==> src/rtl/srpg_pkg.sv <==
// Shared types and constants for the stepper ramp pulse generator.
package srpg_pkg;

    localparam int STEP_W    = 16;
    localparam int CFG_IDX_W = 8;

    localparam logic [CFG_IDX_W-1:0] REG_MIN_PERIOD = 8'd0;
    localparam logic [CFG_IDX_W-1:0] REG_MAX_PERIOD = 8'd1;
    localparam logic [CFG_IDX_W-1:0] REG_ACCEL_STEP = 8'd2;
    localparam logic [CFG_IDX_W-1:0] REG_DECEL_STEP = 8'd3;

    // Reset values: whole microseconds for periods, thousandths for steps.
    localparam longint unsigned MIN_PERIOD_US    = 64'd18;
    localparam longint unsigned MAX_PERIOD_US    = 64'd38;
    localparam longint unsigned ACCEL_STEP_MILLI = 64'd8;
    localparam longint unsigned DECEL_STEP_MILLI = 64'd20;
    localparam longint unsigned STEP_SAT         = 64'd65535;

    typedef enum logic [1:0] {
        PH_IDLE   = 2'd0,
        PH_ACCEL  = 2'd1,
        PH_CRUISE = 2'd2,
        PH_DECEL  = 2'd3
    } phase_t;

    typedef struct packed {
        logic   step_pulse;
        phase_t phase;
        logic   finished;
    } motion_res_t;

endpackage

==> src/rtl/srpg_if.sv <==
// Request channel interfaces: tick input, pulse output and register write.
interface srpg_in_if;
    logic valid;
    logic ready;
    logic start_req;
    logic limit_a;
    logic limit_b;

    modport source (output valid, output start_req, output limit_a, output limit_b,
                    input ready);
    modport sink   (input valid, input start_req, input limit_a, input limit_b,
                    output ready);
endinterface

interface srpg_out_if;
    logic       valid;
    logic       ready;
    logic       step_pulse;
    logic [1:0] phase;
    logic       finished;

    modport source (output valid, output step_pulse, output phase, output finished,
                    input ready);
    modport sink   (input valid, input step_pulse, input phase, input finished,
                    output ready);
endinterface

interface srpg_cfg_if
    import srpg_pkg::*;
#(
    parameter int DATA_W = 24
);
    logic                 valid;
    logic                 ready;
    logic [CFG_IDX_W-1:0] index;
    logic [DATA_W-1:0]    data;

    modport source (output valid, output index, output data, input ready);
    modport sink   (input valid, input index, input data, output ready);
endinterface

==> src/rtl/stepper_ramp_pulse_generator_core.sv <==
// Top level of the stepper ramp pulse generator: channels, registers, result stage.
//
// Each input request is one microsecond tick; each tick yields one output request
// with the step line level, the motion phase and a finished flag. One tick is
// taken per clock cycle while the output is not stalled: a tick is captured in
// the input register, evaluated in one pass through the motion logic and held in
// the output register, so a new tick is accepted while the previous result waits.
// Registers 0..3 (min_period, max_period, accel_step, decel_step) are written
// through the cfg channel; the user must write them only while no tick is in
// flight, which the block itself does not enforce. Writes take effect at once,
// also during a move; writes to other indexes are dropped. Periods are unsigned
// fixed point with PERIOD_INT_BITS integer and PERIOD_FRAC_BITS fraction bits.
module stepper_ramp_pulse_generator_core
    import srpg_pkg::*;
#(
    parameter int PERIOD_INT_BITS  = 8,
    parameter int PERIOD_FRAC_BITS = 16
)(
    input  logic       clk,
    input  logic       rst_n,
    srpg_in_if.sink    step_in,
    srpg_out_if.source step_out,
    srpg_cfg_if.sink   cfg
);

    localparam int PB = PERIOD_INT_BITS + PERIOD_FRAC_BITS;

    localparam longint unsigned ONE_US     = 64'd1 << PERIOD_FRAC_BITS;
    localparam longint unsigned ACCEL_RAW  = (ACCEL_STEP_MILLI * ONE_US + 64'd500) / 64'd1000;
    localparam longint unsigned DECEL_RAW  = (DECEL_STEP_MILLI * ONE_US + 64'd500) / 64'd1000;
    localparam longint unsigned ACCEL_SAT  = (ACCEL_RAW > STEP_SAT) ? STEP_SAT : ACCEL_RAW;
    localparam longint unsigned DECEL_SAT  = (DECEL_RAW > STEP_SAT) ? STEP_SAT : DECEL_RAW;

    localparam logic [PB-1:0]     MIN_PERIOD_RST = PB'(MIN_PERIOD_US << PERIOD_FRAC_BITS);
    localparam logic [PB-1:0]     MAX_PERIOD_RST = PB'(MAX_PERIOD_US << PERIOD_FRAC_BITS);
    localparam logic [STEP_W-1:0] ACCEL_RST      = STEP_W'(ACCEL_SAT);
    localparam logic [STEP_W-1:0] DECEL_RST      = STEP_W'(DECEL_SAT);

    logic [PB-1:0]     min_period_reg;
    logic [PB-1:0]     max_period_reg;
    logic [STEP_W-1:0] accel_step_reg;
    logic [STEP_W-1:0] decel_step_reg;

    logic        in_valid_reg;
    logic        start_reg;
    logic        limit_reg;
    logic        out_valid_reg;
    motion_res_t out_reg;
    motion_res_t res;
    logic        advance;

    assign cfg.ready = 1'b1;

    always_ff @(posedge clk or negedge rst_n)
    begin
        if (!rst_n)
        begin
            min_period_reg <= MIN_PERIOD_RST;
            max_period_reg <= MAX_PERIOD_RST;
            accel_step_reg <= ACCEL_RST;
            decel_step_reg <= DECEL_RST;
        end
        else if (cfg.valid)
        begin
            unique case (cfg.index)
                REG_MIN_PERIOD: min_period_reg <= cfg.data[PB-1:0];
                REG_MAX_PERIOD: max_period_reg <= cfg.data[PB-1:0];
                REG_ACCEL_STEP: accel_step_reg <= cfg.data[STEP_W-1:0];
                REG_DECEL_STEP: decel_step_reg <= cfg.data[STEP_W-1:0];
                default:        min_period_reg <= min_period_reg;
            endcase
        end
    end

    assign advance       = in_valid_reg && (!out_valid_reg || step_out.ready);
    assign step_in.ready = !in_valid_reg || advance;

    always_ff @(posedge clk or negedge rst_n)
    begin
        if (!rst_n)
            in_valid_reg <= 1'b0;
        else if (step_in.ready)
            in_valid_reg <= step_in.valid;
    end

    always_ff @(posedge clk)
    begin
        if (step_in.ready && step_in.valid)
        begin
            start_reg <= step_in.start_req;
            limit_reg <= step_in.limit_a | step_in.limit_b;
        end
    end

    srpg_motion #(
        .PERIOD_INT_BITS  (PERIOD_INT_BITS),
        .PERIOD_FRAC_BITS (PERIOD_FRAC_BITS)
    ) u_motion (
        .clk        (clk),
        .rst_n      (rst_n),
        .advance    (advance),
        .start_req  (start_reg),
        .limit      (limit_reg),
        .min_period (min_period_reg),
        .max_period (max_period_reg),
        .accel_step (accel_step_reg),
        .decel_step (decel_step_reg),
        .res        (res)
    );

    always_ff @(posedge clk or negedge rst_n)
    begin
        if (!rst_n)
            out_valid_reg <= 1'b0;
        else if (advance)
            out_valid_reg <= 1'b1;
        else if (step_out.ready)
            out_valid_reg <= 1'b0;
    end

    always_ff @(posedge clk)
    begin
        if (advance)
            out_reg <= res;
    end

    assign step_out.valid      = out_valid_reg;
    assign step_out.step_pulse = out_reg.step_pulse;
    assign step_out.phase      = out_reg.phase;
    assign step_out.finished   = out_reg.finished;

endmodule

==> src/rtl/srpg_motion.sv <==
// Motion state machine: ramp period, half-period tick counter and pulse level.
module srpg_motion
    import srpg_pkg::*;
#(
    parameter int PERIOD_INT_BITS  = 8,
    parameter int PERIOD_FRAC_BITS = 16
)(
    input  logic                                      clk,
    input  logic                                      rst_n,
    input  logic                                      advance,
    input  logic                                      start_req,
    input  logic                                      limit,
    input  logic [PERIOD_INT_BITS+PERIOD_FRAC_BITS-1:0] min_period,
    input  logic [PERIOD_INT_BITS+PERIOD_FRAC_BITS-1:0] max_period,
    input  logic [STEP_W-1:0]                         accel_step,
    input  logic [STEP_W-1:0]                         decel_step,
    output motion_res_t                               res
);

    localparam int PB = PERIOD_INT_BITS + PERIOD_FRAC_BITS;
    localparam int W  = ((PB > STEP_W) ? PB : STEP_W) + 1;
    localparam int IB = PERIOD_INT_BITS;

    phase_t          phase_reg, phase_next;
    logic [PB-1:0]   period_reg, period_next;
    logic [IB-1:0]   cnt_reg, cnt_next;
    logic            level_reg, level_next;
    logic            fin;

    logic            launch;
    logic            start_accel;
    phase_t          eff_phase;
    logic [PB-1:0]   eff_period;
    logic [IB-1:0]   eff_cnt;
    logic            eff_level;
    logic [IB-1:0]   int_part;
    logic [IB-1:0]   half_len;
    logic [IB-1:0]   cnt_inc;
    logic            half_done;
    logic [W-1:0]    per_x;
    logic [W-1:0]    acc_x;
    logic [W-1:0]    sub_x;
    logic [W-1:0]    sum_x;
    logic [PB-1:0]   sub_p;
    logic [PB-1:0]   sum_p;

    assign launch      = (phase_reg == PH_IDLE) && start_req;
    assign start_accel = max_period > min_period;

    always_comb
    begin
        if (phase_reg == PH_IDLE)
        begin
            eff_phase  = start_accel ? PH_ACCEL : PH_CRUISE;
            eff_period = start_accel ? max_period : min_period;
            eff_cnt    = '0;
            eff_level  = 1'b1;
        end
        else
        begin
            eff_phase  = phase_reg;
            eff_period = period_reg;
            eff_cnt    = cnt_reg;
            eff_level  = level_reg;
        end
    end

    assign int_part  = eff_period[PB-1:PERIOD_FRAC_BITS];
    assign half_len  = (int_part == '0) ? IB'(1) : int_part;
    assign cnt_inc   = eff_cnt + IB'(1);
    assign half_done = (cnt_inc == '0) || (cnt_inc >= half_len);

    assign per_x = W'(eff_period);
    assign acc_x = W'(accel_step);
    assign sub_x = (acc_x > per_x) ? '0 : (per_x - acc_x);
    assign sub_p = sub_x[PB-1:0];
    assign sum_x = per_x + W'(decel_step);
    assign sum_p = (sum_x[W-1:PB] != '0) ? {PB{1'b1}} : sum_x[PB-1:0];

    // next state
    always_comb
    begin
        phase_next  = phase_reg;
        period_next = period_reg;
        cnt_next    = cnt_reg;
        level_next  = level_reg;
        fin         = 1'b0;
        if ((phase_reg != PH_IDLE) || start_req)
        begin
            phase_next  = eff_phase;
            period_next = eff_period;
            level_next  = eff_level;
            cnt_next    = cnt_inc;
            if (half_done)
            begin
                cnt_next = '0;
                if (eff_level)
                begin
                    level_next = 1'b0;
                end
                else
                begin
                    level_next = 1'b1;
                    unique case (eff_phase)
                        PH_ACCEL:
                        begin
                            period_next = sub_p;
                            if (!(sub_p > min_period))
                            begin
                                phase_next  = PH_CRUISE;
                                period_next = min_period;
                            end
                        end
                        PH_CRUISE:
                        begin
                            if (limit)
                            begin
                                period_next = min_period;
                                if (min_period < max_period)
                                    phase_next = PH_DECEL;
                                else
                                    fin = 1'b1;
                            end
                        end
                        PH_DECEL:
                        begin
                            period_next = sum_p;
                            if (!(sum_p < max_period))
                                fin = 1'b1;
                        end
                        default:
                        begin
                            phase_next = eff_phase;
                        end
                    endcase
                    if (fin)
                    begin
                        phase_next = PH_IDLE;
                        level_next = 1'b0;
                    end
                end
            end
        end
    end

    // outputs
    always_comb
    begin
        res.finished = fin;
        if (phase_reg == PH_IDLE)
        begin
            res.step_pulse = launch;
            res.phase      = launch ? eff_phase : PH_IDLE;
        end
        else
        begin
            res.step_pulse = level_reg;
            res.phase      = phase_reg;
        end
    end

    always_ff @(posedge clk or negedge rst_n)
    begin
        if (!rst_n)
        begin
            phase_reg  <= PH_IDLE;
            period_reg <= '0;
            cnt_reg    <= '0;
            level_reg  <= 1'b0;
        end
        else if (advance)
        begin
            phase_reg  <= phase_next;
            period_reg <= period_next;
            cnt_reg    <= cnt_next;
            level_reg  <= level_next;
        end
    end

`ifndef SYNTH
    logic [IB-1:0] reg_int_part;
    logic [IB-1:0] reg_half_len;

    assign reg_int_part = period_reg[PB-1:PERIOD_FRAC_BITS];
    assign reg_half_len = (reg_int_part == '0) ? IB'(1) : reg_int_part;

    a_idle_quiet: assert property (@(posedge clk) disable iff (!rst_n)
        (phase_reg == PH_IDLE) |-> (!level_reg && (cnt_reg == '0)))
        else $error("idle with pulse level or count left over");

    a_cnt_in_half: assert property (@(posedge clk) disable iff (!rst_n)
        (phase_reg != PH_IDLE) |-> (cnt_reg < reg_half_len))
        else $error("half-period counter beyond half length");

    a_fin_shape: assert property (@(posedge clk) disable iff (!rst_n)
        (advance && res.finished) |->
        (!res.step_pulse && ((res.phase == PH_CRUISE) || (res.phase == PH_DECEL))))
        else $error("finish outside a low half of cruise or decel");

    a_fin_idle: assert property (@(posedge clk) disable iff (!rst_n)
        (advance && res.finished) |=> (phase_reg == PH_IDLE))
        else $error("move did not go idle after finish");
`endif

endmodule

==> src/flat_wrapper.sv <==
// flat-port wrapper written by rule: the top's interface ports become plain ports
module stepper_ramp_pulse_generator_core_flat import srpg_pkg::*;
#(
    parameter int PERIOD_INT_BITS  = 8,
    parameter int PERIOD_FRAC_BITS = 16
)
  (clk, rst_n, step_in_valid, step_in_start_req, step_in_limit_a, step_in_limit_b, step_in_ready, step_out_valid, step_out_step_pulse, step_out_phase, step_out_finished, step_out_ready, cfg_valid, cfg_index, cfg_data, cfg_ready);
  srpg_in_if step_in_i ();
  srpg_out_if step_out_i ();
  srpg_cfg_if #(.DATA_W(((8) + (16)))) cfg_i ();
  input  logic clk;
  input  logic rst_n;
  input wire logic [$bits(step_in_i.valid)-1:0] step_in_valid;
  input wire logic [$bits(step_in_i.start_req)-1:0] step_in_start_req;
  input wire logic [$bits(step_in_i.limit_a)-1:0] step_in_limit_a;
  input wire logic [$bits(step_in_i.limit_b)-1:0] step_in_limit_b;
  output wire logic [$bits(step_in_i.ready)-1:0] step_in_ready;
  output wire logic [$bits(step_out_i.valid)-1:0] step_out_valid;
  output wire logic [$bits(step_out_i.step_pulse)-1:0] step_out_step_pulse;
  output wire logic [$bits(step_out_i.phase)-1:0] step_out_phase;
  output wire logic [$bits(step_out_i.finished)-1:0] step_out_finished;
  input wire logic [$bits(step_out_i.ready)-1:0] step_out_ready;
  input wire logic [$bits(cfg_i.valid)-1:0] cfg_valid;
  input wire logic [$bits(cfg_i.index)-1:0] cfg_index;
  input wire logic [$bits(cfg_i.data)-1:0] cfg_data;
  output wire logic [$bits(cfg_i.ready)-1:0] cfg_ready;
  assign step_in_i.valid = step_in_valid;
  assign step_in_i.start_req = step_in_start_req;
  assign step_in_i.limit_a = step_in_limit_a;
  assign step_in_i.limit_b = step_in_limit_b;
  assign step_in_ready = step_in_i.ready;
  assign step_out_valid = step_out_i.valid;
  assign step_out_step_pulse = step_out_i.step_pulse;
  assign step_out_phase = step_out_i.phase;
  assign step_out_finished = step_out_i.finished;
  assign step_out_i.ready = step_out_ready;
  assign cfg_i.valid = cfg_valid;
  assign cfg_i.index = cfg_index;
  assign cfg_i.data = cfg_data;
  assign cfg_ready = cfg_i.ready;
  stepper_ramp_pulse_generator_core #(.PERIOD_INT_BITS(PERIOD_INT_BITS), .PERIOD_FRAC_BITS(PERIOD_FRAC_BITS)) u_core (.clk(clk), .rst_n(rst_n), .step_in(step_in_i), .step_out(step_out_i), .cfg(cfg_i));
endmodule
==> config.mk <==
export PLATFORM = sky130hd
export DESIGN_NAME = stepper_ramp_pulse_generator_core_flat
export DESIGN_NICKNAME = d
export VERILOG_FILES = /design/src/rtl/srpg_pkg.sv /design/src/rtl/srpg_if.sv /design/src/rtl/stepper_ramp_pulse_generator_core.sv /design/src/rtl/srpg_motion.sv /design/src/flat_wrapper.sv
export SDC_FILE = /design/constraint.sdc
export NUM_CORES = 1
export LEC_CHECK = 0
export BUFFER_PORTS_ARGS = -buffer_cell sky130_fd_sc_hd__buf_2
export CORE_AREA = 3 3 158 160
export DETAILED_ROUTE_END_ITERATION = 12
export DIE_AREA = 0 0 161 163
export GPL_TIMING_DRIVEN = 0
export SLEW_MARGIN = 20
export SYNTH_ARGS = -nofsm -noshare
export SYNTH_HDL_FRONTEND = slang
export SYNTH_HIERARCHICAL = 1
export SYNTH_SLANG_ARGS = --single-unit
==> constraint.sdc <==
create_clock -name clk -period 21 [get_ports clk]
set_input_delay 3.15 -clock clk [delete_from_list [all_inputs] [get_ports clk]]
set_output_delay 3.15 -clock clk [all_outputs]
set_load 0.005 [all_outputs]
Yosys cells after proc, flatten, opt, wreduce, memory -nomap -nowiden:

Cells that the tools add are included.

* flip-flop bits (word level): 123
* input port bits: 40
* output and inout port bits: 7
* logic and storage cells: 90

* add/sub/neg operators: 3
* magnitude comparators: 6
* equal/unequal tests: 6
* muxes and demuxes: 36
* bitwise logic cells: 3
* reduce and logical (&&, ||, !) cells: 21

Operators with widths (count)
* $mux W24: 8
* $pmux W24 S3: 1
* $gt A24 B24 Y1: 2
* $lt A24 B24 Y1: 2
* $add A24 B16 Y25: 1
* $gt A16 B24 Y1: 1
* $logic_not A8 Y1: 3
* $mux W8: 3
* $sub A24 B16 Y24: 1
* $mux W2: 9
* $eq A8 B2 Y1 const B: 2
* $mux W1: 12
* $reduce_and A2 Y1: 5
* $add A8 B1 Y8 const B: 1
* $eq A8 B1 Y1 const B: 1
* $ge A8 B8 Y1: 1
* $eq A2 B2 Y1 const B: 2
* $logic_or A1 B1 Y1: 4
* $pmux W2 S2: 1
* $reduce_bool A2 Y1: 2
* $logic_and A1 B1 Y1: 3
* $mux W3: 1
* $reduce_or A3 Y1: 1
* $eq A2 B1 Y1 const B: 1
* other kinds (5): 7

Longest topological paths before layout:

Gate-level depths: netlist of the first run.

* depth in word-level cells: 14
* gate-level depth with buffers: 36
* gate-level depth less buffers: 33

Cells and area by module:

The synthesis of the first run kept the hierarchy.

Modules (own cells, without submodules)
* srpg_motion: times used 1, cells an instance 1008, area each 7163.1 sq um, seq. area each 875.8 sq um
* stepper_ramp_pulse_generator_core: times used 1, cells an instance 191, area each 3379.5 sq um, seq. area each 2250.9 sq um

Worst setup path after synthesis of the first run:

Ideal clock, no wire load.

* path kind: flip-flop to flip-flop
* start: register u_core.max_period_reg[18]
* end: register u_core.u_motion.period_reg[10]
* setup time: 0.081 ns
* arrival: 6.994 ns
* data required time: 20.919 ns
* setup slack: 13.925 ns
* cell stages (with the launch flop): 34
* buffers on the path: 4
* clock period less this slack: 7.075 ns
* path through: dfstp_2 > inv_1 > ha_1 > nand3_2 > o221ai_1 > a21o_1 > buf_2 > nor2_1 > clkbuf_1 > a21oi_1 > o21ai_0 > ha_1 > o21a_1 > o2111a_1 > a211o_1 > nand2_1 > o21ai_0 > a21oi_1 > nand3_1 > nor2_1 > clkbuf_1 > nor2_1 > ha_1 > and4_1 > nand3_1 > or2_1 > a221o_1 > a21oi_1 > nor3b_1 > inv_1 > a21oi_1 > clkbuf_1 > nand2b_1 > a31oi_2

* longest elaborated chain between the ends: 10
* elaborated cells between the ends (all ways): 23
* classes of those cells: 2 x add/sub; 4 x order compare; 3 x eq/ne; 12 x mux; 2 x reduce/logical

Ends and longest elaborated chain
* start, declared: RTL line stepper_ramp_pulse_generator_core.sv:40 `logic [PB-1:0] max_period_reg;`
* start signal, assigned: RTL line stepper_ramp_pulse_generator_core.sv:67 `REG_MAX_PERIOD: max_period_reg <= cfg.data[PB-1:0];`
* $gt A24 B24 Y1: RTL line srpg_motion.sv:48 `assign start_accel = max_period > min_period;`
* $mux W24: RTL line srpg_motion.sv:55 `eff_period = start_accel ? max_period : min_period;`
* $mux W24: RTL line srpg_motion.sv:52 `if (phase_reg == PH_IDLE)`
* $sub A24 B16 Y24 / $gt A16 B24 Y1 (equally long branches): RTL line srpg_motion.sv:75 `assign sub_x = (acc_x > per_x) ? '0 : (per_x - acc_x);`
* $mux W24: RTL line srpg_motion.sv:75
* $gt A24 B24 Y1: RTL line srpg_motion.sv:108 `if (!(sub_p > min_period))`
* $mux W24: RTL line srpg_motion.sv:108
* $pmux W24 S3: RTL line srpg_motion.sv:104 `unique case (eff_phase)`
* $mux W24: RTL line srpg_motion.sv:97 `if (eff_level)`
* $mux W24 (*): RTL line srpg_motion.sv:94 `if (half_done)`
* end signal, assigned: RTL line srpg_motion.sv:174 `period_reg <= period_next;`
* end, declared: RTL line srpg_motion.sv:25 `logic [PB-1:0] period_reg, period_next;`

Mark *: on every way between the ends. The rest lies on a longest branch, timed or not.
A chain may end at the register's enable or synchronous reset.

Worst setup path in the final report of the first run:

* start: register u_core.max_period_reg[15]
* end: register u_core.u_motion.period_reg[12]

The elaborated chain is that of the path after synthesis.

==> results.md, run 1 <==
- Outcome: completed
- Period utilization: 0.5255
- Reg2Reg Depth: 36
- Port Buffers: 45
- Antenna-violating nets left: 0
- Die Y-Extent: 163 um
- FF-to-FF Start: u_core/max_period_reg[15]
- Wirelength, routed: 34.76 mm
- Filler cell count: 2324
- Pwr dens: 144.2 nW/um^2
- Number of buffers and inverters on the critical path: 7
- CTS tree: built
- Global route overflow: 0
- Worst-Skew Late Latency: between 0.4 and 0.5 ns
- First drt pass iteration count: 8
- Nets: 1419
- Tmin final: 11.03 ns
- Crit path kind: flip-flop to flip-flop
- CP max FO: 10
- Core footprint: 23540 um^2
- Post-CTS Repair Setup Buffers: 0
- Final Skew: 0.009856 ns
- Number of I/O pins: 47
- DR vias: 9601
- R2R Setup Slk: 9.97 ns
- DRC: 0
- Largest net degree at the start of global routing: between 80 and 90
- RSZ-0062 raised after global routing: false
- Mapped Cells: 1199
- Hold Path Sink: u_core/step_out.valid
- Initial Util: 0.4478
- Hold_buf cts: 0
- Detail Placement HPWL: about 26 mm
- VDD IR-drop max: around 0.055 mV
- CP Capture Type: flip-flop
- Count of different cell masters after synthesis: 88
- Register area: 3127 um^2
- Max clock buf depth: 2
- Top cells by area, synth: dfrtp_1 24%, ha_1 13%, mux2_2 8.7%
- Ant diodes: 0
- All-layer global routing usage: 0.2661
- CP Data Required Time: 21.36 ns
- Setup-failing EPs final: 0
- R2R Path End: u_core/u_motion/period_reg[12]
- Die Area: between 20000 and 30000 um^2
- Cell area after synthesis: approximately 11000 um^2
- Initial antenna violation count: 0
- Worst-margin pin slew: just over 0.9 ns
- TritonCTS Sinks: 123
- Share of the synthesized area in the top cell type: 0.2421
- DR iter-0 viols: 834
- Register bit total from synthesis: 123
- Critical path arrival: around 11 ns
- Number of synthesized flops with an enable pin: 6
- Synthesized area per cell: about 9 um^2
- Syn nets: 1352
- Hold path depth: 1
- Global placer's final weighted congestion: 0.9707
- Share of cells above drive strength 1: 0.1869
- Top FF cell, synth: dfrtp_1
- Final Hold Viols: 0
- Min-delay worst type: flip-flop to flip-flop
- H-tree levels: 4
- Hold_sp: u_core/in_valid_reg
- Routed wire per std cell: 21.75 um
- Via density: 6.008
- First-pass GRT wire length: 53.39 mm
- Max_cap viols: 0
- Final core utilization: 0.5048
- Die W: between 150 and 200 um
- Fmax: 90.62 MHz
- Fraction of registers with async set/reset: 0.9512
- CTS buffer count: 17
- Resize count post-CTS: 0
- Clock-pin slew on the worst setup and hold paths: approximately 0.06 ns
- Top post-synthesis cells by count: 115 x nand2_1, 111 x ha_1, 102 x dfrtp_1
- Leakage: 5.295 nW
- Area delta synth->final: 12.72%
- Number of global-route vias before repair: 9377
- Sequential fraction of the synthesis area: 0.2966
- Most numerous cell in the Yosys netlist: nand2_1
- Root Buffer: clkbuf_16
- Setup_tns: 0 ns
- Worst path top cell family by delay: compound AO/OA/AOI/OAI gates
- Slowest cell on crit path: nor3b_1
- FP Rows: 56
- Yosys top cell by area: dfrtp_1
- Synth warn: 6
- Slew headroom: 0.3892
- CP Launch Type: flip-flop
- Slowest cell delay on critical path: 0.81 ns
- Fin. max-slew vios: 0
- Area taken by multi-input logic gates: ~7000 um^2
==> where the power goes <==
group          internal, mW  leakage (nW)  total (mW)  switching (mW)
Clock                 0.209         0.322       0.337           0.129
Combinational         0.393          3.43        1.07           0.680
Sequential            0.276          1.54       0.303          0.0274
Total                 0.877          5.29        1.71           0.836
==> cell families (layout without fill, tap and decap cells) <==
kind of cell               Yosys count  in the layout  synth area share
AOI/OAI and AO/OA                  337            337            0.2134
adders and majority gates          113            113            0.1355
muxes                               88             88           0.09447
other                                1              1         0.0003557
and+or+nand+nor                    365            365            0.1728
buffers and inverters              136            216           0.05697
xor gates and xnor gates            36             36           0.02991
DFF                                123            123            0.2966
==> worst max path at each step <==
stage          slack (ns)                       from                             end  depth (start not counted)
2_1_floorplan       13.92  u_core/max_period_reg[18]  u_core/u_motion/period_reg[10]                         33
3_3_place_gp        10.48  u_core/min_period_reg[15]  u_core/u_motion/period_reg[12]                         35
3_5_place_dp        10.46  u_core/max_period_reg[21]  u_core/u_motion/period_reg[12]                         36
4_1_cts             10.44  u_core/max_period_reg[21]  u_core/u_motion/period_reg[12]                         36
5_1_grt              9.71  u_core/min_period_reg[15]  u_core/u_motion/period_reg[12]                         35
6_report             9.97  u_core/max_period_reg[15]  u_core/u_motion/period_reg[12]                         36
==> cell type report <==
| cell class | count | area share |
|---|---|---|
| Clock buffer | 18 | 0.03790 |
| Timing Repair Buffer | 48 | 0.02337 |
| Buffer | 49 | 0.02306 |
| Clock inverter | 14 | 0.01716 |
| Inverter | 87 | 0.02748 |
| Multi-Input combinational cell | 940 | 0.5743 |
| Sequential cell | 123 | 0.2631 |
| Tap cell | 319 | 0.03359 |
==> placed cells by master (no fill, tap or decap), types with 6 or more instances in the layout <==
cell type / count
nand2_1: 115
ha_1: 111
dfrtp_1: 102
nor2_1: 91
a21oi_1: 90
inv_1: 85
mux2_2: 81
o21ai_0: 67
buf_2: 47
nand2b_1: 32
clkbuf_1: 29
nor3_1: 27
a21o_1: 26
a31oi_1: 21
xor2_1: 21
nand3_1: 20
o22ai_1: 20
clkbuf_16: 18
a221oi_1: 16
dfstp_2: 15
nand4_1: 15
xnor2_1: 15
a31oi_2: 10
buf_6: 9
nor2b_1: 9
or2_2: 8
o31ai_1: 8
o21bai_1: 8
buf_4: 7
o31a_1: 7
a211oi_1: 7
o21a_1: 7
inv_6: 6
and2_1: 6
edfxtp_1: 6
==> routing by layer <==
metal / up-vias / wire (um) / GRT usage
met4: 0 / 941 / 0.09112
met5: - / 0 / 0
met3: 68 / 2504 / 0.05112
li1: 4517 / - / -
met2: 417 / 16250 / 0.4405
met1: 4599 / 15060 / 0.3501
==> per-stage QoR <==
step                      hold slack (ns)  instances  worst slack, ns  cell area (um^2)  power, mW
final                              0.4889       1598            9.965             11880      1.713
after global routing               0.5158       1598            9.710             11880      1.840
after CTS                          0.4927       1598            10.44             11880      1.694
after detailed placement           0.4776       1566            10.46             11230      1.345
after global placement             0.4589       1563            10.48             11170      1.338
after floorplan                    0.4490       1199            13.92             10540      1.045
Note: power is estimated with default switching activity, not from simulation.
==> run 2: changes to the inputs <==
clock period = 9.34 ns   (was 21 ns; I/O delays follow)
==> run 2 against run 1 <==
Net effect: non-clock buffer count rose by 7; clock power rose by 120%; largest power group unchanged; global-route usage barely moved; sequential share of layout area fell by 0.26 points; core utilization rose by 0.50 points; via count fell by 0.14%; die area did not move; flip-flop and latch count did not move; design area rose by 0.99%; sequential power rose by 120%; critical path type unchanged.
==> results.md, run 2 (same netlist as run 1, synthesis figures left out) <==
- Largest net degree at the start of global routing: 83
- All-layer global routing usage: 0.2662
- Register area: 3127 um^2
- Fin. max-slew vios: 0
- Via density: roughly 6
- Final Hold Viols: 0
- Crit path to: u_core/u_motion/period_reg[6]
- Pwr dens: 326.1 nW/um^2
- CP Launch Type: flip-flop
- CTS buffer count: 17
- Most frequent cells in the layout: 115 x nand2_1, 111 x ha_1, 102 x dfrtp_1, 90 x nor2_1, 87 x a21oi_1
- DRC: 0
- Final Skew: 0.01085 ns
- Share of cells above drive strength 1: 0.2061
- Antenna-violating nets left: 0
- Fmax: 113.1 MHz
- Core footprint: 23540 um^2
- Root Buffer: clkbuf_16
- Worst path top cell family by delay: compound AO/OA/AOI/OAI gates
- Hold_ws: 0.4889 ns
- CP max FO: 10
- H-tree levels: 4
- Setup-failing EPs final: 0
- CP most frequent cell: ha_1
- Initial Util: 0.4478
- Min-delay worst type: flip-flop to flip-flop
- Area delta synth->final: 13.84%
- Slew headroom: 0.3985
- TritonCTS Sinks: roughly 120
- Most common cell after layout, fill and taps aside: nand2_1
- Critical path arrival: 9.15 ns
- R2R Path End: u_core/u_motion/period_reg[6]
- Global placer's final weighted congestion: 0.9707
- Hold_buf cts: 0
- R2R Setup Slk: 0.50 ns
- Number of I/O pins: 47
- Initial antenna violation count: 0
- Area taken by multi-input logic gates: 6877 um^2
- Detail Placement HPWL: roughly 26 mm
- Finished Layout Cells: approximately 1600
- Placed Instances: 1566
- Routed wire per std cell: 21.63 um
- First-pass GRT wire length: 53.43 mm
- DR vias: 9588
- Global route overflow: 0
- Clock-pin slew on the worst setup and hold paths: 0.06 ns
- Reg2Reg Depth: 32
- Slowest cell delay on critical path: 0.57 ns
- Crit path kind: flip-flop to flip-flop
- Max_cap viols: 0
- CP Data Required Time: just under 10 ns
- Nets: 1426
- Outcome: completed
- FP Rows: 56
- CTS tree: built
- Die Y-Extent: 163 um
- Crit path depth: 32
- CP Capture Type: flip-flop
- Tmin final: approximately 8.8 ns
- Port Buffers: 45
- Number of global-route vias before repair: 9370
- Ant diodes: 0
- Worst-margin pin slew: 0.8927 ns
- Die W: roughly 160 um
- Crit path from: u_core/max_period_reg[21]
- Max clock buf depth: 2
- RSZ-0062 raised after global routing: false
- Slowest cell on crit path: dfstp_2
- Wirelength, routed: 34.72 mm
- VDD IR-drop max: 0.1243 mV
- Die Area: 26240 um^2
- DR iter-0 viols: between 800 and 900
- Worst-Skew Late Latency: 0.44 ns
- First drt pass iteration count: 6
- Leakage: 5.372 nW
- Period utilization: 0.9467
- FF-to-FF Start: u_core/max_period_reg[21]
- Filler cell count: 2315
- Number of buffers and inverters on the critical path: 3
## run 2: cell count changes in the layout (fill, tap and decap cells not counted), sizes merged
| cell | delta |
|---|---|
| clkbuf | -1 |
| buf | +8 |
## run 2: stage by stage
stage / setup TNS [ns] / power [mW] / cell area, um^2 / setup WS, ns / utilization
after floorplan: 0 / 2.350 / 10540 / 2.265 / -
after global placement: -23.89 / 3.009 / 11170 / -1.183 / 0.4743
after CTS: 0 / 3.834 / 11920 / 0.01120 / 0.5064
after detailed placement: -24.32 / 3.025 / 11230 / -1.197 / 0.4770
after global routing: 0 / 4.202 / 12000 / 0.1137 / 0.5098
final: 0 / 3.913 / 12000 / 0.4983 / 0.5098
## run 2: cell type report
type | instances | area share
multi-input cells | 940 | 0.5730
clock buffers | 18 | 0.03753
repair buffers | 55 | 0.02752
well taps | 319 | 0.03326
flip-flops and latches | 123 | 0.2605
plain buffers | 49 | 0.02398
inverters | 87 | 0.02721
clock inverters | 14 | 0.01699
## run 2: routing by layer
metal,GRT usage,up-vias,wire length [um]
met5,0,-,0
met4,0.09151,0,1034
met3,0.04858,82,2331
met2,0.4414,372,16240
met1,0.3512,4603,15110
li1,-,4531,-
## run 2: power by group
group / total (mW) / switching [mW] / internal [mW]
clock network: 0.757 / 0.289 / 0.469
registers: 0.681 / 0.0616 / 0.620
logic: 2.47 / 1.55 / 0.929
## run 2: worst min-delay path by stage
stage,slack [ns],end,cells after the start,start
final,0.49,u_core/step_out.valid,1,u_core/in_valid_reg
after floorplan,0.45,u_core/step_out.valid,1,u_core/in_valid_reg
after CTS,0.49,u_core/step_out.valid,1,u_core/in_valid_reg
after detailed placement,0.48,u_core/step_out.valid,1,u_core/in_valid_reg
after global routing,0.52,u_core/accel_step_reg[11],1,u_core/accel_step_reg[11]
after global placement,0.46,u_core/step_out.valid,1,u_core/in_valid_reg
## run 2: repair_timing
action / in CTS / in global routing
gates resized for setup: 12 / 17
pin swaps: 1 / 2
setup endpoints to repair: 24 / 24
buffers inserted: 0 / 7
==> run 3: changes to the inputs <==
CORE_AREA = 3 3 192 194   (was 3 3 158 160)
DIE_AREA = 0 0 195 197   (was 0 0 161 163)
==> run 3 against run 2 <==
Net effect: core utilization is 17 points lower; count of clock-buffer cells in the layout is 4 higher; non-clock buffer count is 3 lower; setup slack worse by 0.23 ns; flip-flop and latch count stayed put; sequential power hardly changed; clock skew is 0.0049 ns higher; global-route usage is 7.9 points lower; via count is 2.6% higher; power is 2.0% lower; largest cell class unchanged.
==> results.md, run 3 (same netlist as run 1, synthesis figures left out) <==
- Die Area: 38420 um^2
- Slowest cell delay on critical path: about 0.50 ns
- All-layer global routing usage: 0.1869
- WL met3: 2.426 mm
- Slew headroom: 0.3541
- Met1 WL: 16.12 mm
- Fmax: 110.2 MHz
- DRC: 0
- DP Area: between 10000 and 15000 um^2
- Worst-margin pin slew: 0.9659 ns
- Hold Path Sink: u_core/step_out.valid
- Max clock buf depth: 2
- CP Capture Type: flip-flop
- Register area: between 3000 and 4000 um^2
- Crit path from: u_core/min_period_reg[15]
- Core footprint: 35400 um^2
- Outcome: completed
- CP Data Required Time: roughly 9.6 ns
- VDD IR-drop max: between 0.15 and 0.2 mV
- Ant diodes: 0
- R2R Setup Slk: between 0.2 and 0.3 ns
- Initial Util: 0.2978
- Hold_sp: u_core/in_valid_reg
- Area delta synth->final: 14.66%
- Root Buffer: clkbuf_16
- CTS buffer count: 17
- Fin. max-slew vios: 0
- Tmin final: 9.075 ns
- Global route overflow: 0
- Die W: 195 um
- Hold_buf cts: 0
- Wirelength, routed: between 30 and 40 mm
- Worst-Skew Late Latency: about 0.44 ns
- Largest net degree at the start of global routing: 74
- FP Rows: 69
- Final core utilization: 0.3415
- Clock-pin slew on the worst setup and hold paths: roughly 0.060 ns
- Setup-failing EPs final: 0
- Most frequent cells in the layout: 115 x nand2_1, 111 x ha_1, 102 x dfrtp_1, 89 x nor2_1, 87 x a21oi_1
- Area taken by multi-input logic gates: approximately 6900 um^2
- Slowest cell on crit path: or3_4
- Final Skew: 0.01576 ns
- CTS tree: built
- Global placer's final weighted congestion: between 0.9 and 1
- CP Launch Type: flip-flop
- Detail Placement HPWL: 27.46 mm
- Max_cap viols: 0
- Via density: 5.641
- Crit path kind: flip-flop to flip-flop
- Number of I/O pins: 47
- Min-delay worst type: flip-flop to flip-flop
- Pwr Total: roughly 3.8 mW
- Finished Cell Area: 12090 um^2
- Nets: 1423
- Hold path depth: 1
- DR iter-0 viols: 953
- First drt pass iteration count: 5
- Reg2Reg Depth: 34
- Number of global-route vias before repair: 9639
- Initial antenna violation count: 0
- DR vias: 9838
- Filler cell count: between 3000 and 4000
- Top routing layer in use: met4
- Final Hold Viols: 0
- CP most frequent cell: ha_1
- Leakage: 5.305 nW
- RSZ-0062 raised after global routing: true
- Period utilization: 0.9716
- Die Y-Extent: 197 um
- Share of cells above drive strength 1: 0.2042
- First-pass GRT wire length: around 56 mm
- Critical path arrival: approximately 9.4 ns
- FF-to-FF Start: u_core/min_period_reg[15]
- Most common cell after layout, fill and taps aside: nand2_1
- Routed wire per std cell: 20.87 um
- R2R Path End: u_core/u_motion/period_reg[5]
- Antenna-violating nets left: 0
- TritonCTS Sinks: 123
- DR WL met2: 16.67 mm
- H-tree levels: 4
- Port Buffers: 45
- Pwr dens: 317.1 nW/um^2
- Setup_tns: 0 ns
- CP max FO: 10
==> run 3: cell types whose count changed in the layout (fill, tap and decap cells not counted), sizes merged <==
| cell | delta |
|---|---|
| bufinv | -3 |
| buf | -3 |
| clkinvlp | +3 |
| inv | -4 |
| clkbuf | +4 |
==> run 3: timing repair <==
| item | CTS | global route |
|---|---|---|
| pin swaps | 0 | 1 |
| resized for setup | 14 | 17 |
| gates cloned | 0 | 0 |
| buffers inserted | 0 | 5 |
| setup endpoints to repair | 24 | 24 |
==> run 3: how the worst max path moves through the flow <==
stage	end	cells past startpoint
2_1_floorplan	u_core/u_motion/period_reg[10]	33
3_3_place_gp	u_core/u_motion/period_reg[12]	32
3_5_place_dp	u_core/u_motion/period_reg[12]	31
4_1_cts	u_core/u_motion/period_reg[12]	36
5_1_grt	u_core/u_motion/period_reg[10]	35
6_report	u_core/u_motion/period_reg[5]	34
==> run 3: where the power goes <==
| part | internal (mW) | leakage [nW] | switching (mW) |
|---|---|---|---|
| logic | 0.933 | 3.50 | 1.57 |
| registers | 0.620 | 1.54 | 0.0631 |
| clock network | 0.380 | 0.267 | 0.266 |
| total | 1.93 | 5.31 | 1.90 |
==> run 3: area by class of cell <==
type                    count  area share
multi-input cells         940      0.5709
flip-flops and latches    123      0.2587
well taps                 461     0.04772
clock buffers              22     0.03840
inverters                  87     0.02702
repair buffers             52     0.02577
plain buffers              49     0.02401
clock inverters            10    0.007556
==> run 3: critical path, delay by kind of cell (launching register included) <==
family	cells	cell delay [ns]
AOI/OAI and AO/OA	13	3.41
DFF	1	0.46
and+or+nand+nor	12	2.73
buffers and inverters	5	1.06
adders and majority gates	4	1.26
==> run 3: through the flow <==
stage | hold slack (ns) | cells | setup slack, ns
6_report | 0.4863 | 1744 | 0.2649
3_5_place_dp | 0.4935 | 1707 | -1.332
2_1_floorplan | 0.4490 | 1199 | 2.265
3_3_place_gp | 0.4563 | 1705 | -1.330
5_1_grt | 0.5111 | 1744 | -0.04036
4_1_cts | 0.4991 | 1739 | 0.05728
==> run 3: routing by layer <==
| layer | vias up | GRT usage |
|---|---|---|
| li1 | 4524 | - |
| met1 | 4808 | 0.2500 |
| met2 | 432 | 0.3035 |
| met3 | 74 | 0.03077 |
| met4 | 0 | 0.07341 |
| met5 | - | 0 |
